--- config.mk ---
export PLATFORM = sky130hd
export DESIGN_NAME = line_follow_pd_controller_core
export DESIGN_NICKNAME = d
export VERILOG_FILES = /design/src/hw/rtl/lfpd_pkg.sv /design/src/hw/rtl/lfpd_cfg.sv /design/src/hw/rtl/lfpd_div.sv /design/src/hw/rtl/line_follow_pd_controller_core.sv
export VERILOG_INCLUDE_DIRS = /design/src /design/src/hw/rtl
export SDC_FILE = /design/constraint.sdc
export NUM_CORES = 1
export LEC_CHECK = 0
export ABC_AREA = 1
export BUFFER_PORTS_ARGS = -buffer_cell sky130_fd_sc_hd__buf_2
export CORE_MARGIN = 3
export CORE_UTILIZATION = 56
export CTS_CLUSTER_SIZE = 16
export DETAILED_ROUTE_END_ITERATION = 7
export HOLD_SLACK_MARGIN = 0.02
export MAX_ROUTING_LAYER = met4
export PLACE_DENSITY = 0.85
export REMOVE_ABC_BUFFERS = 1
export SLEW_MARGIN = 40
export SYNTH_ARGS = -nofsm -noshare
export SYNTH_HDL_FRONTEND = slang
export SYNTH_SLANG_ARGS = --single-unit
--- constraint.sdc ---
create_clock -name i_clk -period 10.6 [get_ports i_clk]
set_input_delay 1.59 -clock i_clk [delete_from_list [all_inputs] [get_ports i_clk]]
set_output_delay 1.59 -clock i_clk [all_outputs]
set_load 0.02 [all_outputs]
--- src/hw/rtl/line_follow_pd_controller_core_defines.svh ---
// Assertion macros for the line follower PD controller core
`ifndef LINE_FOLLOW_PD_CONTROLLER_CORE_DEFINES_SVH
`define LINE_FOLLOW_PD_CONTROLLER_CORE_DEFINES_SVH

// same-cycle implication, disabled in reset
`define LFPD_ASSERT_NOW(lbl, ante, cons, msg) \
    lbl: assert property (@(posedge i_clk) disable iff (!i_rst_n) (ante) |-> (cons)) \
        else $error(msg);

// next-cycle implication, disabled in reset
`define LFPD_ASSERT_NEXT(lbl, ante, cons, msg) \
    lbl: assert property (@(posedge i_clk) disable iff (!i_rst_n) (ante) |=> (cons)) \
        else $error(msg);

`endif

--- src/hw/rtl/lfpd_pkg.sv ---
// Shared types, constants and helpers for the line follower PD controller
package lfpd_pkg;

    localparam int LEVEL_W = 10;
    localparam int DIST_W  = 16;
    localparam int GAIN_W  = 8;
    localparam int DRIVE_W = 14;
    localparam int ERR_W   = 5;
    localparam int PHASE_W = 3;
    localparam int RUN_W   = 16;

    localparam int CFG_IDX_W  = 3;
    localparam int CFG_DATA_W = 16;

    localparam int S_TDATA_W = 104;
    localparam int M_TDATA_W = 40;

    localparam int DIV_Q_W   = 12;
    localparam int DIV_D_W   = RUN_W + 1;
    localparam int DIV_CNT_W = $clog2(DIV_Q_W);

    localparam logic [CFG_IDX_W-1:0] CFG_SENSOR_THR = 3'd0;
    localparam logic [CFG_IDX_W-1:0] CFG_PROP_GAIN  = 3'd1;
    localparam logic [CFG_IDX_W-1:0] CFG_DERIV_GAIN = 3'd2;
    localparam logic [CFG_IDX_W-1:0] CFG_BASE_SPEED = 3'd3;
    localparam logic [CFG_IDX_W-1:0] CFG_GATE_DIST  = 3'd4;
    localparam logic [CFG_IDX_W-1:0] CFG_BEACON_THR = 3'd5;
    localparam logic [CFG_IDX_W-1:0] CFG_SLOW_DIST  = 3'd6;

    localparam logic [LEVEL_W-1:0] RST_SENSOR_THR = 10'd200;
    localparam logic [GAIN_W-1:0]  RST_PROP_GAIN  = 8'd20;
    localparam logic [GAIN_W-1:0]  RST_DERIV_GAIN = 8'd10;
    localparam logic [LEVEL_W-1:0] RST_BASE_SPEED = 10'd120;
    localparam logic [DIST_W-1:0]  RST_GATE_DIST  = 16'd1000;
    localparam logic [LEVEL_W-1:0] RST_BEACON_THR = 10'd500;
    localparam logic [DIST_W-1:0]  RST_SLOW_DIST  = 16'd2000;

    localparam logic [LEVEL_W-1:0] SLOW_THRESHOLD = 10'd150;
    localparam logic [LEVEL_W-1:0] SLOW_SPEED     = 10'd90;
    localparam logic [GAIN_W-1:0]  SLOW_PROP      = 8'd25;
    localparam logic [GAIN_W-1:0]  SLOW_DERIV     = 8'd12;
    localparam logic [DIST_W-1:0]  CROSS_MIN_MS   = 16'd5000;

    localparam logic signed [ERR_W-1:0] ERR_ALL_ON   = 5'sd10;
    localparam logic signed [ERR_W-1:0] ERR_CENTRE   = 5'sd0;
    localparam logic signed [ERR_W-1:0] ERR_LEFT     = -5'sd1;
    localparam logic signed [ERR_W-1:0] ERR_RIGHT    = 5'sd1;
    localparam logic signed [ERR_W-1:0] ERR_LOST_POS = 5'sd2;
    localparam logic signed [ERR_W-1:0] ERR_LOST_NEG = -5'sd2;

    localparam logic [PHASE_W-1:0] PH_FOLLOW    = 3'd0;
    localparam logic [PHASE_W-1:0] PH_WAIT_RISE = 3'd1;
    localparam logic [PHASE_W-1:0] PH_WAIT_FALL = 3'd2;
    localparam logic [PHASE_W-1:0] PH_TURN      = 3'd3;
    localparam logic [PHASE_W-1:0] PH_DONE      = 3'd4;

    typedef struct packed {
        logic [LEVEL_W-1:0] sensor_threshold;
        logic [GAIN_W-1:0]  prop_gain;
        logic [GAIN_W-1:0]  deriv_gain;
        logic [LEVEL_W-1:0] base_speed;
        logic [DIST_W-1:0]  gate_distance;
        logic [LEVEL_W-1:0] beacon_threshold;
        logic [DIST_W-1:0]  slow_distance;
    } t_cfg;

    function automatic logic [PHASE_W-1:0] beacon_next(
        input logic [PHASE_W-1:0] ph,
        input logic [LEVEL_W-1:0] beacon,
        input logic [LEVEL_W-1:0] thr
    );
        logic [PHASE_W-1:0] p;
        p = ph;
        if (p == PH_WAIT_RISE && beacon >= thr) begin
            p = PH_WAIT_FALL;
        end
        if (p == PH_WAIT_FALL && beacon <= thr) begin
            p = PH_FOLLOW;
        end
        return p;
    endfunction

endpackage

--- src/hw/rtl/lfpd_cfg.sv ---
// Configuration register file for the line follower PD controller
module lfpd_cfg
    import lfpd_pkg::*;
(
    input  logic                  i_clk,
    input  logic                  i_rst_n,
    input  logic                  i_cfg_wr_en,
    input  logic [CFG_IDX_W-1:0]  i_cfg_index,
    input  logic [CFG_DATA_W-1:0] i_cfg_wdata,
    output t_cfg                  o_cfg
);

    t_cfg r_cfg;

    always_ff @(posedge i_clk) begin
        if (!i_rst_n) begin
            r_cfg.sensor_threshold <= RST_SENSOR_THR;
            r_cfg.prop_gain        <= RST_PROP_GAIN;
            r_cfg.deriv_gain       <= RST_DERIV_GAIN;
            r_cfg.base_speed       <= RST_BASE_SPEED;
            r_cfg.gate_distance    <= RST_GATE_DIST;
            r_cfg.beacon_threshold <= RST_BEACON_THR;
            r_cfg.slow_distance    <= RST_SLOW_DIST;
        end else if (i_cfg_wr_en) begin
            unique case (i_cfg_index)
                CFG_SENSOR_THR: r_cfg.sensor_threshold <= i_cfg_wdata[LEVEL_W-1:0];
                CFG_PROP_GAIN:  r_cfg.prop_gain        <= i_cfg_wdata[GAIN_W-1:0];
                CFG_DERIV_GAIN: r_cfg.deriv_gain       <= i_cfg_wdata[GAIN_W-1:0];
                CFG_BASE_SPEED: r_cfg.base_speed       <= i_cfg_wdata[LEVEL_W-1:0];
                CFG_GATE_DIST:  r_cfg.gate_distance    <= i_cfg_wdata[DIST_W-1:0];
                CFG_BEACON_THR: r_cfg.beacon_threshold <= i_cfg_wdata[LEVEL_W-1:0];
                CFG_SLOW_DIST:  r_cfg.slow_distance    <= i_cfg_wdata[DIST_W-1:0];
                default: ;
            endcase
        end
    end

    assign o_cfg = r_cfg;

endmodule

--- src/hw/rtl/lfpd_div.sv ---
// Bit-serial restoring divider for the derivative term
module lfpd_div
    import lfpd_pkg::*;
(
    input  logic               i_clk,
    input  logic               i_rst_n,
    input  logic               i_start,
    input  logic [DIV_Q_W-1:0] i_dividend,
    input  logic [DIV_D_W-1:0] i_divisor,
    output logic               o_done,
    output logic [DIV_Q_W-1:0] o_quotient
);

    logic                 r_busy;
    logic                 r_done;
    logic [DIV_CNT_W-1:0] r_cnt;
    logic [DIV_D_W-1:0]   r_rem;
    logic [DIV_D_W-1:0]   r_den;
    logic [DIV_Q_W-1:0]   r_quo;

    logic [DIV_D_W:0]     w_trial;
    logic [DIV_D_W:0]     w_diff;
    logic                 w_fit;

    // shift in the next dividend bit and try one subtract
    assign w_trial = {r_rem, r_quo[DIV_Q_W-1]};
    assign w_diff  = w_trial - {1'b0, r_den};
    assign w_fit   = w_trial >= {1'b0, r_den};

    always_ff @(posedge i_clk) begin
        if (!i_rst_n) begin
            r_busy <= 1'b0;
            r_done <= 1'b0;
            r_cnt  <= '0;
        end else begin
            r_done <= 1'b0;
            if (i_start) begin
                r_busy <= 1'b1;
                r_cnt  <= DIV_CNT_W'(DIV_Q_W - 1);
            end else if (r_busy) begin
                r_cnt <= r_cnt - 1'b1;
                if (r_cnt == '0) begin
                    r_busy <= 1'b0;
                    r_done <= 1'b1;
                end
            end
        end
    end

    always_ff @(posedge i_clk) begin
        if (i_start) begin
            r_rem <= '0;
            r_den <= i_divisor;
            r_quo <= i_dividend;
        end else if (r_busy) begin
            r_rem <= w_fit ? w_diff[DIV_D_W-1:0] : w_trial[DIV_D_W-1:0];
            r_quo <= {r_quo[DIV_Q_W-2:0], w_fit};
        end
    end

    assign o_done     = r_done;
    assign o_quotient = r_quo;

endmodule

--- src/hw/rtl/line_follow_pd_controller_core.sv ---
// Top level of the line follower PD controller core
//
// channel   | dir | handshake                        | payload
// s_axis    | in  | i_s_axis_tvalid/o_s_axis_tready  | one sensor sample
// m_axis    | out | o_m_axis_tvalid/i_m_axis_tready  | drives, error, phase, cross flag
// cfg       | in  | i_cfg_wr_en                      | i_cfg_index, i_cfg_wdata
//
// A sample is accepted, evaluated and then finished, with the serial divider in between
// when the derivative needs it (12 steps, one quotient bit per cycle).
// The next sample is taken while a finished result waits in the output register.
// Reset restores register defaults and clears all controller state.
// A stalled output holds the core in its final step until the register frees.
`include "line_follow_pd_controller_core_defines.svh"

module line_follow_pd_controller_core
    import lfpd_pkg::*;
(
    input  logic                  i_clk,
    input  logic                  i_rst_n,
    input  logic                  i_s_axis_tvalid,
    output logic                  o_s_axis_tready,
    // left_level, centre_left_level, centre_right_level, right_level,
    // left_wheel_distance, right_wheel_distance, beacon_level, elapsed_ms
    input  logic [S_TDATA_W-1:0]  i_s_axis_tdata,
    output logic                  o_m_axis_tvalid,
    input  logic                  i_m_axis_tready,
    // left_drive, right_drive, line_error, phase_now, cross_found
    output logic [M_TDATA_W-1:0]  o_m_axis_tdata,
    input  logic                  i_cfg_wr_en,
    input  logic [CFG_IDX_W-1:0]  i_cfg_index,
    input  logic [CFG_DATA_W-1:0] i_cfg_wdata
);

    typedef enum logic [3:0] {
        ST_IDLE = 4'b0001,
        ST_EVAL = 4'b0010,
        ST_DIV  = 4'b0100,
        ST_FIN  = 4'b1000
    } t_state;

    t_cfg   w_cfg;
    t_state r_state;

    // sample registers
    logic [LEVEL_W-1:0] r_lv, r_clv, r_crv, r_rv, r_beacon;
    logic [DIST_W-1:0]  r_ld, r_rd, r_ms;

    // controller state
    logic signed [ERR_W-1:0] r_prior, r_older;
    logic [RUN_W-1:0]        r_run_before, r_run_now;
    logic                    r_gate_done, r_slow;
    logic [PHASE_W-1:0]      r_phase;

    // work registers
    logic signed [DRIVE_W-1:0] r_left_base, r_right_base;
    logic signed [ERR_W-1:0]   r_err;
    logic                      r_neg, r_use_div;

    logic                 r_out_valid;
    logic [M_TDATA_W-1:0] r_out_data;

    logic w_s_accept;
    logic w_out_free;
    logic w_div_done;
    logic [DIV_Q_W-1:0] w_quo;

    logic [DIST_W:0]           w_sum;
    logic [DIST_W-1:0]         w_avg;
    logic                      w_is_follow;
    logic                      w_slow_nx;
    logic [LEVEL_W-1:0]        w_thr, w_spd;
    logic [GAIN_W-1:0]         w_pg, w_dg;
    logic                      w_l, w_cl, w_cr, w_r;
    logic signed [ERR_W-1:0]   w_e;
    logic                      w_changed;
    logic signed [ERR_W-1:0]   w_older_pd;
    logic [RUN_W-1:0]          w_rb_pd, w_rn_pd;
    logic [DIV_D_W-1:0]        w_den;
    logic signed [ERR_W:0]     w_diff;
    logic [ERR_W:0]            w_diff_abs;
    logic [DIV_Q_W-1:0]        w_num_mag;
    logic signed [DRIVE_W-1:0] w_pe, w_spd_s;

    logic signed [ERR_W-1:0]   w_prior_nx, w_older_nx, w_err_nx;
    logic [RUN_W-1:0]          w_rb_nx, w_rn_nx;
    logic                      w_gate_nx, w_use_div_nx;
    logic [PHASE_W-1:0]        w_phase_nx;
    logic signed [DRIVE_W-1:0] w_left_nx, w_right_nx;

    logic signed [DRIVE_W-1:0] w_q_s, w_deriv, w_left_fin, w_right_fin;

    lfpd_cfg u_cfg (
        .i_clk       (i_clk),
        .i_rst_n     (i_rst_n),
        .i_cfg_wr_en (i_cfg_wr_en),
        .i_cfg_index (i_cfg_index),
        .i_cfg_wdata (i_cfg_wdata),
        .o_cfg       (w_cfg)
    );

    lfpd_div u_div (
        .i_clk      (i_clk),
        .i_rst_n    (i_rst_n),
        .i_start    (r_state == ST_EVAL && w_use_div_nx),
        .i_dividend (w_num_mag),
        .i_divisor  (w_den),
        .o_done     (w_div_done),
        .o_quotient (w_quo)
    );

    assign o_s_axis_tready = (r_state == ST_IDLE);
    assign w_s_accept      = i_s_axis_tvalid && o_s_axis_tready;
    assign w_out_free      = !r_out_valid || i_m_axis_tready;

    // sample evaluation
    assign w_sum       = {1'b0, r_ld} + {1'b0, r_rd};
    assign w_avg       = w_sum[DIST_W:1];
    assign w_is_follow = (r_phase == PH_FOLLOW);
    assign w_slow_nx   = r_slow || (w_is_follow && w_avg > w_cfg.slow_distance);
    assign w_thr       = w_slow_nx ? SLOW_THRESHOLD : w_cfg.sensor_threshold;
    assign w_spd       = w_slow_nx ? SLOW_SPEED     : w_cfg.base_speed;
    assign w_pg        = w_slow_nx ? SLOW_PROP      : w_cfg.prop_gain;
    assign w_dg        = w_slow_nx ? SLOW_DERIV     : w_cfg.deriv_gain;

    assign w_l  = r_lv  > w_thr;
    assign w_cl = r_clv > w_thr;
    assign w_cr = r_crv > w_thr;
    assign w_r  = r_rv  > w_thr;

    always_comb begin
        if (w_l && w_cl && w_cr && w_r) begin
            w_e = ERR_ALL_ON;
        end else if (w_cl && w_cr) begin
            w_e = ERR_CENTRE;
        end else if (w_cl) begin
            w_e = ERR_LEFT;
        end else if (w_cr) begin
            w_e = ERR_RIGHT;
        end else if (r_prior > 0) begin
            w_e = ERR_LOST_POS;
        end else begin
            w_e = ERR_LOST_NEG;
        end
    end

    assign w_changed  = (w_e != r_prior);
    assign w_older_pd = w_changed ? r_prior : r_older;
    assign w_rb_pd    = w_changed ? r_run_now : r_run_before;
    assign w_rn_pd    = w_changed ? RUN_W'(1) : r_run_now;
    assign w_den      = {1'b0, w_rb_pd} + {1'b0, w_rn_pd};

    assign w_diff     = {w_e[ERR_W-1], w_e} - {w_older_pd[ERR_W-1], w_older_pd};
    assign w_diff_abs = w_diff[ERR_W] ? (~w_diff + 1'b1) : w_diff;
    assign w_num_mag  = DIV_Q_W'(w_dg * w_diff_abs[3:0]);

    assign w_pe    = $signed({6'b0, w_pg}) * $signed({{(DRIVE_W-ERR_W){w_e[ERR_W-1]}}, w_e});
    assign w_spd_s = $signed({4'b0, w_spd});

    always_comb begin
        w_prior_nx   = r_prior;
        w_older_nx   = r_older;
        w_rb_nx      = r_run_before;
        w_rn_nx      = r_run_now;
        w_gate_nx    = r_gate_done;
        w_phase_nx   = r_phase;
        w_left_nx    = '0;
        w_right_nx   = '0;
        w_err_nx     = ERR_CENTRE;
        w_use_div_nx = 1'b0;
        unique case (r_phase) inside
            PH_FOLLOW: begin
                if (!r_gate_done && w_avg > w_cfg.gate_distance) begin
                    w_gate_nx  = 1'b1;
                    w_phase_nx = beacon_next(PH_WAIT_RISE, r_beacon, w_cfg.beacon_threshold);
                end else begin
                    w_err_nx = w_e;
                    if (w_e == ERR_ALL_ON && r_ms > CROSS_MIN_MS) begin
                        w_phase_nx = PH_TURN;
                        w_left_nx  = -w_spd_s;
                        w_right_nx = -w_spd_s;
                    end else begin
                        w_older_nx   = w_older_pd;
                        w_rb_nx      = w_rb_pd;
                        w_rn_nx      = (w_rn_pd == '1) ? w_rn_pd : w_rn_pd + 1'b1;
                        w_prior_nx   = w_e;
                        w_left_nx    = w_pe - w_spd_s;
                        w_right_nx   = w_pe + w_spd_s;
                        w_use_div_nx = (w_den != '0);
                    end
                end
            end
            PH_WAIT_RISE, PH_WAIT_FALL: begin
                w_phase_nx = beacon_next(r_phase, r_beacon, w_cfg.beacon_threshold);
            end
            PH_TURN: begin
                if (r_clv < w_thr) begin
                    w_left_nx  = -w_spd_s;
                    w_right_nx = -w_spd_s;
                end else begin
                    w_phase_nx = PH_DONE;
                end
            end
            default: begin
                w_phase_nx = PH_DONE;
            end
        endcase
    end

    // derivative join
    assign w_q_s       = $signed({2'b0, w_quo});
    assign w_deriv     = !r_use_div ? '0 : (r_neg ? -w_q_s : w_q_s);
    assign w_left_fin  = r_left_base + w_deriv;
    assign w_right_fin = r_right_base + w_deriv;

    always_ff @(posedge i_clk) begin
        if (!i_rst_n) begin
            r_state      <= ST_IDLE;
            r_prior      <= '0;
            r_older      <= '0;
            r_run_before <= '0;
            r_run_now    <= '0;
            r_gate_done  <= 1'b0;
            r_slow       <= 1'b0;
            r_phase      <= PH_FOLLOW;
            r_out_valid  <= 1'b0;
        end else begin
            if (r_state == ST_FIN && w_out_free) begin
                r_out_valid <= 1'b1;
            end else if (i_m_axis_tready) begin
                r_out_valid <= 1'b0;
            end
            unique case (r_state)
                ST_IDLE: begin
                    if (w_s_accept) begin
                        r_state <= ST_EVAL;
                    end
                end
                ST_EVAL: begin
                    r_prior      <= w_prior_nx;
                    r_older      <= w_older_nx;
                    r_run_before <= w_rb_nx;
                    r_run_now    <= w_rn_nx;
                    r_gate_done  <= w_gate_nx;
                    r_slow       <= w_slow_nx;
                    r_phase      <= w_phase_nx;
                    r_state      <= w_use_div_nx ? ST_DIV : ST_FIN;
                end
                ST_DIV: begin
                    if (w_div_done) begin
                        r_state <= ST_FIN;
                    end
                end
                ST_FIN: begin
                    if (w_out_free) begin
                        r_state <= ST_IDLE;
                    end
                end
                default: begin
                    r_state <= ST_IDLE;
                end
            endcase
        end
    end

    always_ff @(posedge i_clk) begin
        if (w_s_accept) begin
            r_lv     <= i_s_axis_tdata[9:0];
            r_clv    <= i_s_axis_tdata[19:10];
            r_crv    <= i_s_axis_tdata[29:20];
            r_rv     <= i_s_axis_tdata[39:30];
            r_ld     <= i_s_axis_tdata[55:40];
            r_rd     <= i_s_axis_tdata[71:56];
            r_beacon <= i_s_axis_tdata[81:72];
            r_ms     <= i_s_axis_tdata[97:82];
        end
        if (r_state == ST_EVAL) begin
            r_left_base  <= w_left_nx;
            r_right_base <= w_right_nx;
            r_err        <= w_err_nx;
            r_neg        <= w_diff[ERR_W];
            r_use_div    <= w_use_div_nx;
        end
        if (r_state == ST_FIN && w_out_free) begin
            r_out_data <= {3'b0, (r_phase == PH_DONE), r_phase, r_err,
                           w_right_fin, w_left_fin};
        end
    end

    assign o_m_axis_tvalid = r_out_valid;
    assign o_m_axis_tdata  = r_out_data;

    `LFPD_ASSERT_NEXT(a_accept_to_eval, w_s_accept, r_state == ST_EVAL, "accepted item did not enter evaluation")
    `LFPD_ASSERT_NOW(a_div_done_in_div, w_div_done, r_state == ST_DIV, "divider finished outside divide step")
    `LFPD_ASSERT_NOW(a_phase_legal, 1'b1, r_phase <= PH_DONE, "phase register holds an unused code")
    `LFPD_ASSERT_NOW(a_cross_matches_phase, r_out_valid, r_out_data[36] == (r_out_data[35:33] == PH_DONE), "cross flag disagrees with phase")

endmodule

# Word level (Yosys, flattened, before mapping)
# Cells that the tools add are included.
[word_totals]
out_inout_bits = 42
register_bits = 352
word_cells = 185
[op_classes]
n_mux = 53
n_eq_ne = 24
order_cmp = 12
n_reduce_logical = 38
addsub = 13
n_mul = 2
bitwise = 6
[ops]
columns = ["operator", "n"]
rows = [
  ["two-way mux 14 bit", 7],
  ["one-hot mux 14 bit (2 select lines)", 2],
  ["two-way mux 16 bit", 3],
  ["> comparator 10 bit", 4],
  ["adder 16 x 16 -> 17 bit", 2],
  ["> comparator 16 bit", 2],
  ["two-way mux 5 bit", 6],
  ["adder 14 bit", 2],
  ["two-way mux 4 bit", 7],
  ["two-way mux 3 bit", 9],
  ["two-way mux 12 bit", 2],
  ["two-way mux 10 bit", 2],
  ["== test 3 x 2 -> 1 bit (second input constant)", 6],
  ["greater-or-equal comparator 18 x 17 -> 1 bit", 1],
  ["two-way mux 17 bit", 1],
  ["nonzero test 17 bit", 1],
  ["subtractor 17 bit", 1],
  ["adder 16 x 1 -> 16 bit (second input constant)", 1],
  ["== test 16 bit (second input constant)", 1],
  ["> comparator 16 x 13 -> 1 bit (second input constant)", 1],
  ["two-way mux 8 bit", 2],
  ["one-hot mux 4 bit (4 select lines)", 1],
  ["adder 14 x 11 -> 14 bit", 1],
  ["multiplier 9 x 5 -> 14 bit", 1],
  ["38 further kinds", 82],
]

# Logic depth before layout (Yosys ltp)
[depth]
word_depth = 19
ltp_mapped = 82
mapped_depth_nobuf = 77

# By module
# A second synthesis with hierarchy kept.
[unflattened]
cells_unflattened = 2849
area_unflattened_um2 = 23033.3
[modules_own_cells]
columns = ["mod", "area_each_um2", "instances", "cells_each"]
rows = [
  ["line_follow_pd_controller_core", 16696.0, 1, 1974],
  ["lfpd_div", 3328.2, 1, 450],
  ["lfpd_cfg", 3009.1, 1, 425],
]

# Worst setup path after synthesis
# Ideal clock, no wire load.
[synth_timing]
path_kind = "register to register"
from = "reg r_ld[1]"
to = "reg u_div.r_quo[11] (netlist: u_div.o_quotient[11]) (data pin)"
stages_incl_launch_ff = 81
setup_slack_ns = -0.971
t_arrival_ns = 11.305
setup_ns = 0.267
path_buffers = 6
path_cell_list = "edfxtp_1 inv_1 fa_1 nand3b_1 and2_1 o21ai_0 a21o_1 a21oi_1 o21bai_1 a21oi_1 o21bai_1 a21oi_1 o21bai_1 a21oi_1 o21ai_0 a21oi_1 o21bai_1 ha_1 [... 45 more ...] inv_1 fa_1 inv_1 fa_1 inv_1 ha_1 nand2_1 nor2_1 a211oi_1 o21ai_0 a21oi_1 inv_1 a21oi_1 nor2_1 o21a_1 nor2_1 xor2_1 o21ai_0"
[synth_rtl]
columns = ["item", "line_no", "rtl"]
rows = [
  ["start, declared", "line_follow_pd_controller_core.sv:46", "logic [DIST_W-1:0] r_ld, r_rd, r_ms;"],
  ["start signal, assigned", "line_follow_pd_controller_core.sv:271", "r_ld <= i_s_axis_tdata[55:40];"],
  ["adder 16 x 16 -> 17 bit (*)", "line_follow_pd_controller_core.sv:116", "assign w_sum = {1'b0, r_ld} + {1'b0, r_rd};"],
  ["> comparator 16 bit (*)", "line_follow_pd_controller_core.sv:119", "assign w_slow_nx = r_slow || (w_is_follow && w_avg > w_cfg.slow_distance);"],
  ["logical AND 1 bit (*)", "line_follow_pd_controller_core.sv:119", ""],
  ["logical OR 1 bit (*)", "line_follow_pd_controller_core.sv:119", ""],
  ["two-way mux 10 bit (*)", "line_follow_pd_controller_core.sv:120", "assign w_thr = w_slow_nx ? SLOW_THRESHOLD : w_cfg.sensor_threshold;"],
  ["> comparator 10 bit, on equally long branches", "line_follow_pd_controller_core.sv:127, line_follow_pd_controller_core.sv:125, line_follow_pd_controller_core.sv:126", ""],
  ["two-way mux 5 bit / logical AND 1 bit (equally long branches)", "line_follow_pd_controller_core.sv:137, line_follow_pd_controller_core.sv:131", ""],
  ["two-way mux 5 bit / logical AND 1 bit (equally long branches)", "line_follow_pd_controller_core.sv:135, line_follow_pd_controller_core.sv:131", ""],
  ["two-way mux 5 bit / logical AND 1 bit (equally long branches)", "line_follow_pd_controller_core.sv:133, line_follow_pd_controller_core.sv:131", ""],
  ["two-way mux 5 bit (*)", "line_follow_pd_controller_core.sv:131", "if (w_l && w_cl && w_cr && w_r) begin"],
  ["!= test 5 bit", "line_follow_pd_controller_core.sv:146", "assign w_changed = (w_e != r_prior);"],
  ["two-way mux 5 bit", "line_follow_pd_controller_core.sv:147", "assign w_older_pd = w_changed ? r_prior : r_older;"],
  ["subtractor 5 x 5 -> 6 bit (*)", "line_follow_pd_controller_core.sv:152", "assign w_diff = {w_e[ERR_W-1], w_e} - {w_older_pd[ERR_W-1], w_older_pd};"],
  ["named net w_diff[5]", "line_follow_pd_controller_core.sv:79", "logic signed [ERR_W:0] w_diff;"],
  ["two-way mux 4 bit (*)", "line_follow_pd_controller_core.sv:153", "assign w_diff_abs = w_diff[ERR_W] ? (~w_diff + 1'b1) : w_diff;"],
  ["multiplier 8 x 4 -> 12 bit (*)", "line_follow_pd_controller_core.sv:154", "assign w_num_mag = DIV_Q_W'(w_dg * w_diff_abs[3:0]);"],
  ["two-way mux 12 bit (*)", "lfpd_div.sv:51", "if (i_start) begin"],
  ["end signal, assigned", "lfpd_div.sv:54", "r_quo <= i_dividend;"],
  ["end signal, assigned", "lfpd_div.sv:57", "r_quo <= {r_quo[DIV_Q_W-2:0], w_fit};"],
  ["end, declared", "lfpd_div.sv:19", "logic [DIV_Q_W-1:0] r_quo;"],
]
# The timed path passes the listed nets; every way through them passes the cells marked *.
# A chain may end at the register's enable or synchronous reset.

# Worst setup path in the final report
[layout_timing]
from = "reg r_ld[1]"
to = "reg u_div.r_quo[11] (netlist: u_div.o_quotient[11]) (data pin)"
[layout_rtl]
columns = ["item", "line_no", "rtl"]
rows = [
  ["adder 16 x 16 -> 17 bit (*)", "line_follow_pd_controller_core.sv:116", ""],
  ["> comparator 16 bit (*)", "line_follow_pd_controller_core.sv:119", ""],
  ["logical AND 1 bit (*)", "line_follow_pd_controller_core.sv:119", ""],
  ["logical OR 1 bit (*)", "line_follow_pd_controller_core.sv:119", ""],
  ["two-way mux 10 bit (*)", "line_follow_pd_controller_core.sv:120", ""],
  ["> comparator 10 bit, on equally long branches", "line_follow_pd_controller_core.sv:127, line_follow_pd_controller_core.sv:125, line_follow_pd_controller_core.sv:126", ""],
  ["two-way mux 5 bit / logical AND 1 bit (equally long branches)", "line_follow_pd_controller_core.sv:137, line_follow_pd_controller_core.sv:131", ""],
  ["two-way mux 5 bit / logical AND 1 bit (equally long branches)", "line_follow_pd_controller_core.sv:135, line_follow_pd_controller_core.sv:131", ""],
  ["[... 3 more ...]", "n/a", ""],
  ["two-way mux 5 bit (*)", "line_follow_pd_controller_core.sv:147", ""],
  ["named net w_older_pd[0]", "line_follow_pd_controller_core.sv:76", "logic signed [ERR_W-1:0] w_older_pd;"],
  ["subtractor 5 x 5 -> 6 bit (*)", "line_follow_pd_controller_core.sv:152", ""],
  ["NOT 4 bit", "line_follow_pd_controller_core.sv:153", ""],
  ["adder 4 x 1 -> 4 bit", "line_follow_pd_controller_core.sv:153", ""],
  ["two-way mux 4 bit (*)", "line_follow_pd_controller_core.sv:153", ""],
  ["multiplier 8 x 4 -> 12 bit (*)", "line_follow_pd_controller_core.sv:154", ""],
  ["two-way mux 12 bit (*)", "lfpd_div.sv:51", ""],
]
# Marked as above.

==> results.md <==
- TritonCTS buffer count: 39
- Slew margin rel.: 49.4%
- Crit path from: r_ld[1]
- DRT Pass-1 Iters: 6
- Syn Std Cell Area: about 22000 um2
- Power per cell area: between 200 and 300 nW/um2
- Cell mode on critical path: inv_2
- Post-DP Area: ~24000 um2
- Antenna Violating Nets Remaining: 0
- Setup_tns: 0 ns
- Ys async rst share: 0%
- Core area: roughly 39000 um2
- Synthesis-stage register bit count: ~350
- Setup ws final: ~0.084 ns
- Drt initial violations: 1538
- Sequential element share of the synthesized area: 39.8%
- Root Driver: clkbuf_16
- Post-route cell area: ~27000 um2
- GRT Resource Usage Total: between 20 and 30%
- Initial antenna violation count: 2
- Worst slack, placed: -0.446 ns
- Num rows: 72
- Max-slew violation count: 0
- Register area: 8900 um2
- Layout cells sized above 1: 19.2%
- Reg2reg start: r_ld[1]
- GR Overflow Total: 0
- Clock skew: 0.0359 ns
- Drt wl/cell: 15.4 um
- Max-Cap Viols: 0
- Largest stage delay, worst path: 0.50 ns
- Status: finished, final reports clean
- Synth warnings: 0
- Post-layout power: between 7 and 8 mW
- Post-CTS Hold Buffers: 0
- Post-DP HPWL: between 30 and 40 mm
- Leakage power: 12.5 nW
- Clock latency on the worst-skew pair: 0.58 ns
- Tmin final: 10.52 ns
- CTS sink cnt: about 350
- Die Width: 206 um
- Fin. Hold Viols: 0
- VDD IR max: 0.000319 V
- Req. time, crit path: 10.91 ns
- Most common cell after layout, fill and taps aside: inv_1
- Startpoint types: flop
- Largest net degree at the start of global routing: 95
- Tcrit/Tclk final: 99.2%
- Post-synthesis cell type count: between 50 and 60
- Gate Count Post-Synth: 2684
- Area Overhead vs Synth: 19.7%
- CP max-delay cell: fa_1
- Worst Tran Pin Value: ~0.75 ns
- Avg Cell Area, Syn: 8.32 um2
- Via count: 19000
- Routed wire length: ~54 mm
- Worst Hold Class: reg2reg
- Hold path start: r_err[0]
- Synth Flop Type: edfxtp_1
- Final setup viols: 0
- Clock H-tree levels: 2
- Crit Path Max Fanout: 6
- Global-route wire length before repair: 84.7 mm
- Most frequent cells in the layout: inv_1, nand2_1, nor2_1
- Die Ht: 206 um
- Fillers: between 2000 and 3000
- Total die area: 42300 um2
- CTS tree: yes
- RSZ-0062 raised after global routing: true
- Nets@finish: about 3400
- DR vias/cell: around 5.4
- Crit end category: flop
- DRC viols: 0
- Crit Path Category: reg2reg
- Fmax: 0.0951 GHz
- EDFF count, synth: around 200
- Starting Density: a little under three fifths
- Crit path DAT: 10.82 ns
- IO Port Bufs: between 150 and 200
- # IOs: 170
- GPL Wtd Cong: 0.931
- Clk slew on worst S/H paths: 0.06 ns
- Max clock buf depth: 3
- Vias in the first global route: 18100
- Multi-input combinational cell area: 12200 um2
## synth_stat cells, types with 4 or more instances
cell,number,area [um2]
nand2_2,10,62.6
nor2_2,12,75.1
o21ai_1,15,75.1
xor2_1,88,771
a211oi_1,6,45.0
nor2_1,248,931
nor2_4,4,45.0
o211ai_1,22,165
o31ai_1,7,52.6
buf_4,5,37.5
a21oi_1,224,1120
or2_2,7,43.8
buf_2,6,30.0
a21o_1,9,67.6
o21ai_0,217,1090
o21bai_1,30,225
inv_1,474,1780
inv_2,15,56.3
nor3_1,28,140
edfxtp_1,195,5860
nand3_1,79,395
ha_1,223,2790
nor4_1,7,43.8
clkinv_1,7,26.3
nand3_2,4,40.0
fa_1,39,781
nor3_2,4,40.0
a31oi_1,8,50.1
nand3b_1,4,30.0
nand2_1,398,1490
xnor2_1,24,210
nand2_4,4,45.0
dfxtp_1,152,3040
nand4_1,28,175
clkbuf_1,47,176
## worst paths after layout
check	to	slack, ns	depth (start not counted)
worst max-delay path	u_div.o_quotient[11]	0.08	70
worst min-delay path	o_m_axis_tdata[28]	0.43	0
worst max register to register	u_div.o_quotient[11]	0.08	70
worst min register to register	o_m_axis_tdata[28]	0.43	0
## where the power goes
group / total, mW / internal, mW / switching, mW
Clock: 1.30 / 0.737 / 0.565
Combinational: 4.80 / 2.15 / 2.65
Sequential: 1.66 / 1.60 / 0.0573
## logic make-up (layout without fill, tap and decap cells)
kind of cell               count (synthesis)  count (layout)  synth area share, %
AOI/OAI and AO/OA                        551             551                 13.4
xor gates and xnor gates                 112             112                 4.39
adders and majority gates                262             262                 16.0
buffers and inverters                    557             862                 9.55
DFF                                      347             347                 39.8
other                                      1               5               0.0168
and+or+nand+nor                          854             854                 16.8
## state kept, by name, indices dropped and copies added, names as in the netlist, 5 cells and up
signal            count
r_run_now            16
r_older               5
r_ms                 16
u_div.o_quotient     12
r_left_base          14
r_crv                10
r_right_base         13
r_run_before         16
r_beacon             10
r_rd                 16
r_ld                 16
r_lv                 10
u_cfg.o_cfg          78
r_rv                 10
u_div.r_den          17
r_clv                10
u_div.r_rem          17
o_m_axis_tdata       35
## metal layers
layer / GRT usage (%) / vias to the layer above / routed length, um
met1: 30.2 / 8750 / 22200
li1: - / 9375 / -
met2: 42.6 / 687 / 26600
met5: - / - / 0
met4: 10.3 / 0 / 2150
met3: 3.46 / 170 / 3180
## worst max-delay path: cells and delay by family (launching register included)
kind                     cells  cell delay, ns
AO/OA/AOI/OAI               20            2.87
XOR/XNOR                     3            0.52
adder cells (fa/ha/maj)      9            3.00
buffers and inverters       12            0.98
flip-flops                   1            0.40
AND/OR/NAND/NOR             26            2.44
## per-stage QoR
| step | utilization [%] | hold WS, ns | std cells |
|---|---|---|---|
| 5_1_grt | 68.5 | 0.445 | 3511 |
| 4_1_cts | 66.1 | 0.432 | 3492 |
| 3_5_place_dp | 62.3 | 0.418 | 3401 |
| 6_report | 68.5 | 0.431 | 3511 |
| 2_1_floorplan | - | 0.400 | 2625 |
| 3_3_place_gp | 62.2 | 0.413 | 3400 |
## final cells by class
type | count | area share, %
antenna | 2 | 0.0187
clock buffer | 48 | 3.78
clock inverter | 23 | 0.829
inverter | 496 | 7.01
multi-input combinational | 1782 | 45.6
sequential | 347 | 33.3
tap | 518 | 2.43
timing repair buffer | 295 | 7.05
## repair_timing
action	in CTS	in global routing
buffers inserted	20	26
endpoints found under the setup margin	11	79
resized for setup	34	180
pin swaps	38	117
Note: power is estimated with default switching activity, not from simulation.
